[config.mk]
export PLATFORM = sky130hd
export DESIGN_NAME = sga_mul
export DESIGN_NICKNAME = d
export VERILOG_FILES = /design/src/rtl/sga_pkg.sv /design/src/rtl/sga_mul.sv
export SDC_FILE = /design/constraint.sdc
export NUM_CORES = 2
export LEC_CHECK = 0
export BUFFER_PORTS_ARGS = -buffer_cell sky130_fd_sc_hd__buf_2
export CORE_ASPECT_RATIO = 0.8
export CORE_UTILIZATION = 30
export DETAILED_ROUTE_END_ITERATION = 10
export GPL_TIMING_DRIVEN = 1
export SLEW_MARGIN = 10
export SYNTH_ARGS = -nofsm -noshare
export SYNTH_HDL_FRONTEND = slang
export SYNTH_SLANG_ARGS = --single-unit
[constraint.sdc]
create_clock -name clk -period 10.6 [get_ports clk]
set_clock_uncertainty 0.1 [all_clocks]
set_input_delay 2.12 -clock clk [delete_from_list [all_inputs] [get_ports clk]]
set_output_delay 2.12 -clock clk [all_outputs]
set_load 0.1 [all_outputs]
[src/rtl/sga_pkg.sv]
// Package for the softened gravity accelerator.
// Holds field widths, codes, register reset values, the body record and the sequencer states.
// Depends on nothing; every rtl file imports it.
package sga_pkg;

  // Field and datapath widths.
  localparam int IDX_W     = 10;
  localparam int CNT_W     = 11;
  localparam int WORD_W    = 32;
  localparam int OUT_W     = 48;
  localparam int SUMSQ_W   = 66;
  localparam int S_W       = 50;
  localparam int ROOT_IN_W = 64;
  localparam int Q_W       = 32;
  localparam int DEN_W     = 82;
  localparam int NUM_W     = 87;
  localparam int QUO_W     = 60;
  localparam int ACC_W     = 72;
  localparam int PROD_W    = 104;
  localparam int VAL_W     = PROD_W - 16;

  // Fixed-point shifts.
  localparam int SUM_SHIFT  = 16;
  localparam int SQRT_SHIFT = 14;
  localparam int NUM_SHIFT  = 23;

  // Item action codes.
  localparam logic ACT_LOAD  = 1'b0;
  localparam logic ACT_QUERY = 1'b1;

  // Configuration register indexes.
  typedef enum logic [1:0] {
    REG_BODY_COUNT   = 2'd0,
    REG_SOFTENING_SQ = 2'd1,
    REG_GRAVITY      = 2'd2
  } cfg_reg_t;

  // Register reset values.
  localparam logic [CNT_W-1:0]  BODY_COUNT_RST   = 11'd1;
  localparam logic [WORD_W-1:0] SOFTENING_SQ_RST = 32'd655;
  localparam logic [WORD_W-1:0] GRAVITY_RST      = 32'd65536;

  // Saturation limits of the 48-bit result magnitude.
  localparam logic [VAL_W-1:0] LIMIT_POS = VAL_W'(48'h7FFF_FFFF_FFFF);
  localparam logic [VAL_W-1:0] LIMIT_NEG = VAL_W'(48'h8000_0000_0000);

  // One stored body.
  typedef struct packed {
    logic [WORD_W-1:0] mass;
    logic [WORD_W-1:0] pos_x;
    logic [WORD_W-1:0] pos_y;
    logic [WORD_W-1:0] pos_z;
  } body_t;

  // Sequencer states.
  typedef enum logic [4:0] {
    ST_IDLE,
    ST_LOAD_I,
    ST_READ_J,
    ST_LOAD_J,
    ST_SQ_ISSUE,
    ST_SQ_ACC,
    ST_SUM_S,
    ST_SQRT_GO,
    ST_SQRT_WAIT,
    ST_DEN_ISSUE,
    ST_DEN_ACC,
    ST_NUM_ISSUE,
    ST_DIV_GO,
    ST_DIV_WAIT,
    ST_NEXT,
    ST_FIN_ISSUE,
    ST_FIN_ACC,
    ST_FIN_SAT,
    ST_DONE
  } state_t;

endpackage

[src/rtl/sga_mul.sv]
// Shared 32 x 32 unsigned multiplier with a registered product.
// Depends on sga_pkg.
module sga_mul import sga_pkg::*; (
  input  logic                clk,
  input  logic [WORD_W-1:0]   a,
  input  logic [WORD_W-1:0]   b,
  output logic [2*WORD_W-1:0] p
);

  logic [2*WORD_W-1:0] p_r;

  // Product appears in the cycle after the operands.
  always_ff @(posedge clk) begin
    p_r <= a * b;
  end

  assign p = p_r;

endmodule

## After elaboration in Yosys (flattened, before gate mapping)

Index checks and enable logic that the tools add are counted.

| operators by class | value |
|---|---|
| multipliers | 1 |

Operators by type and width:

| operator | count |
|---|---|
| 32-bit by 32-bit multiplier with 64-bit output | 1 |

| storage, ports and cells | value |
|---|---|
| register bits | 64 |
| bits of input ports | 65 |
| logic and storage cells | 2 |

## Longest topological paths before layout

| depth | value |
|---|---|
| word-level depth | 1 |
| mapped depth | 29 |
| mapped depth without buffers | 27 |

## Worst setup path after synthesis

OpenSTA, ideal clock, no wires.

| timing path | value |
|---|---|
| path type | input-to-reg |
| start | input port a[25] |
| end | register p_r[62], in the netlist p[62] |
| library setup time | 0.072 ns |
| data arrival time | 8.801 ns |
| required time | 10.428 ns |
| slack | 1.627 ns |
| stages on the path | 25 |
| cells stage by stage | clkbuf_1 nand2_1 fa_1 inv_1 fa_1 inv_1 fa_1 inv_1 fa_1 fa_1 fa_1 fa_1 inv_1 fa_1 inv_1 ha_1 buf_2 nand4_1 or4_1 or3_1 a31oi_1 a31o_2 a211oi_1 o21ai_1 xor2_1 |

| between the ends | value |
|---|---|
| longest elaborated chain between the ends | 1 |

RTL lines:

| item | line | text |
|---|---|---|
| from (decl) | sga_mul.sv:5 | `input logic [WORD_W-1:0] a,` |
| 32-bit by 32-bit multiplier with 64-bit output | sga_mul.sv:14 | `p_r <= a * b;` |
| to (signal assigned) | sga_mul.sv:14 |  |
| to (decl) | sga_mul.sv:10 | `logic [2*WORD_W-1:0] p_r;` |

Every way passes these cells.

## Worst setup path in the final report

| timing path | value |
|---|---|
| start | input port b[17] |
| end | register p_r[62], in the netlist p[62] |

| between the ends | value |
|---|---|
| longest elaborated chain between the ends | 1 |

RTL lines:

| item | line | text |
|---|---|---|
| from (decl) | sga_mul.sv:6 | `input logic [WORD_W-1:0] b,` |
| 32-bit by 32-bit multiplier with 64-bit output | sga_mul.sv:14 |  |

Every way passes these cells.

==> results_dict.tcl <==
set metrics [dict create \
    cts_setup_buffers 0 \
    synth_seq_cells 64 \
    syn_inst 3748 \
    fp.dieH_um 306 \
    max_cap_violations 0 \
    ys_seq_area_share_pct 3.69 \
    grt.overflow.total 0 \
    ys_types 57 \
    num-nets-final 4934 \
    yosys_most_used_dff "dfxtp_1" \
    gp_congestion 0.900 \
    start_kind "input pin" \
    yosysTopAreaCell "fa_1" \
    tns_ns 0 \
    first_pass_iters 6 \
    hold_depth 2 \
    drive_gt1_share_pct 5.49 \
    rsz0062_at_grt "no" \
    cp.arrival_ns 10.13 \
    syn-num-nets 4972 \
    hold_viol 0 \
    grt_util_all_layers_pct 18.3 \
    startpoint "b[17]" \
    clockBufferDepth 2 \
    slew_headroom_pct 33.0 \
    synth_area_per_cell_um2 9.25 \
    initial_core_util_pct 30.3 \
    grt_pass1_wl_um 163000 \
    design_area_um2 37000 \
    cts_buffers 9 \
    cts_num_sinks 64 \
    ios 129 \
    final.min_clock_period_ns 9.92 \
    dieArea_um2 117000 \
    slew_violations 0 \
    cts_tree "built" \
    wl_um 102000 \
    synth_top_area_share_pct 51.7 \
    crit_path_end "p[62]" \
    worstPathRequired_ns 10.81 \
    grt_start_max_net_pins 33 \
    grt_pass1_vias 26445 \
    root_buffer "clkbuf_16" \
    place_area_um2 36700 \
    syn_area_um2 34700 \
    post_cts_resized 0 \
    area_delta_synth_final_pct 6.68 \
    drt_first_iter_violations 1796 \
    num_vias 24555 \
    worst-setup-path-type "in -> reg" \
    clkTransAtPathRegs_ns 0.07 \
    async_reset_ff_share_pct 0 \
    ys_top_cells_by_area "fa_1 52%, and2_1 11%, ha_1 9.5%" \
    fmax_mhz 101 \
    port_buffers 128 \
    wl_per_cell_um 19.4 \
    num-fill-cells 11886 \
    ctsHoldBuffers 0 \
    synth_edf_count 0 \
    min_path_type "in -> reg" \
    antenna_found_initial 7 \
    viasPerCell 4.68 \
    cts_max_level 3 \
    critPathCaptureType "register" \
    min_period_over_period_pct 93.6 \
    core_area_um2 115000 \
    dp_hpwl_um 84400 \
    outcome "complete, no violations" \
    ant_nets 0 \
    largest_reg_flops 64 \
    crit_fanout 32 \
    tightestPinTransition_ns 1.00 \
    die_w_um 382 \
    rows 111 \
    drc 0 \
    yosysWarningCount 0 \
    finalSetupViolations 0 \
]
==> worst max-delay path, cell delays in order <==
cell	delay, ns
buf_2	0.58
nand2_1	0.21
fa_1	0.58
fa_1	0.56
inv_1	0.06
fa_1	0.48
fa_1	0.66
fa_1	0.47
fa_1	0.46
fa_1	0.55
inv_1	0.06
fa_1	0.47
inv_1	0.04
ha_1	0.43
nand4_1	0.27
or4_1	0.49
or3_1	0.38
a31oi_1	0.33
buf_4	0.21
a31o_2	0.19
a211oi_1	0.13
o21ai_1	0.18
xor2_1	0.14
==> metrics by stage <==
stage / util [%] / std cells / worst slack, ns / hold WS [ns]
after global placement: 32.0 / 5224 / 0.479 / 2.57
after global routing: 32.3 / 5241 / 0.365 / 2.33
after floorplan: - / 3748 / 1.63 / 2.15
after CTS: 32.3 / 5240 / 0.778 / 2.29
after detailed placement: 32.0 / 5224 / 0.387 / 2.57
final: 32.3 / 5242 / 0.682 / 2.31
==> layout make-up <==
cell class / count / area, um^2 / share of cell area, %
Multi-Input combinational cell: 2599 / 29300 / 79.2
Inverter: 865 / 3250 / 8.78
Tap cell: 1525 / 1910 / 5.16
Sequential cell: 64 / 1280 / 3.46
Timing Repair Buffer: 171 / 963 / 2.60
Clock buffer: 9 / 225 / 0.609
Clock inverter: 7 / 47.5 / 0.129
Antenna cell: 2 / 5.00 / 0.0135
==> how the worst min path moves through the flow <==
stage,to,slack (ns),from
2_1_floorplan,p[0],2.15,b[0]
3_3_place_gp,p[26],2.57,p[26]
3_5_place_dp,p[24],2.57,p[24]
4_1_cts,p[0],2.29,b[0]
5_1_grt,p[0],2.33,b[0]
6_report,p[0],2.31,b[0]
==> synthesized netlist by cell type, types with 3 or more instances <==
library cell and instances:
a21boi_1 3, a211oi_1 3, o21ai_1 5, nand4_1 23, inv_1 865, and4_1 3
xor2_1 25, and2_1 602, a21o_1 40, or4_1 3, ha_1 263, clkbuf_1 213
o31ai_4 3, nor3_1 7, or3_1 3, nand3_1 10, fa_1 896, a31oi_1 12
dfxtp_1 64, o21a_1 9, nor2_1 20, nand2_1 480, a221oi_4 3, xnor2_1 35
buf_2 6, a21oi_1 63, or2_2 3, o221ai_1 3, o21ai_0 21, a221o_1 4
o21bai_1 10, and3_1 14, a21oi_2 3
==> metal layers <==
layer / up-vias / track usage, % / wire [um]
met2: 966 / 24.9 / 40500
met3: 61 / 6.35 / 11400
li1: 10750 / - / -
met4: 8 / 2.47 / 961
met5: - / 0 / 55
met1: 12770 / 27.9 / 48700
==> cell usage in the layout, fill, tap and decap left out, types with 7 or more instances in the layout <==
cell type,count
clkbuf_16,9
xor2_1,25
and2_1,602
a31oi_1,12
and3_1,14
dfxtp_1,64
ha_1,263
nor2_1,20
nand4_1,23
xnor2_1,35
inv_1,865
a21o_1,40
a21oi_1,63
buf_2,128
buf_4,43
o21ai_0,21
o21a_1,9
nor3_1,7
o21bai_1,10
nand2_1,480
nand3_1,10
fa_1,896
==> logic make-up (layout without fill, tap and decap cells) <==
family / count (synthesis) / count (layout) / synth area share, %
xor gates and xnor gates: 60 / 60 / 1.52
muxes: 1 / 1 / 0.0289
other: 0 / 2 / 0
AOI/OAI and AO/OA: 202 / 202 / 4.15
adders and majority gates: 1159 / 1159 / 61.2
and+or+nand+nor: 1177 / 1177 / 17.6
buffers and inverters: 1085 / 1052 / 11.8
DFF: 64 / 64 / 3.69
Power is not shown: default switching activity piles up to over one toggle a cycle in this logic, so the estimate is an artifact.
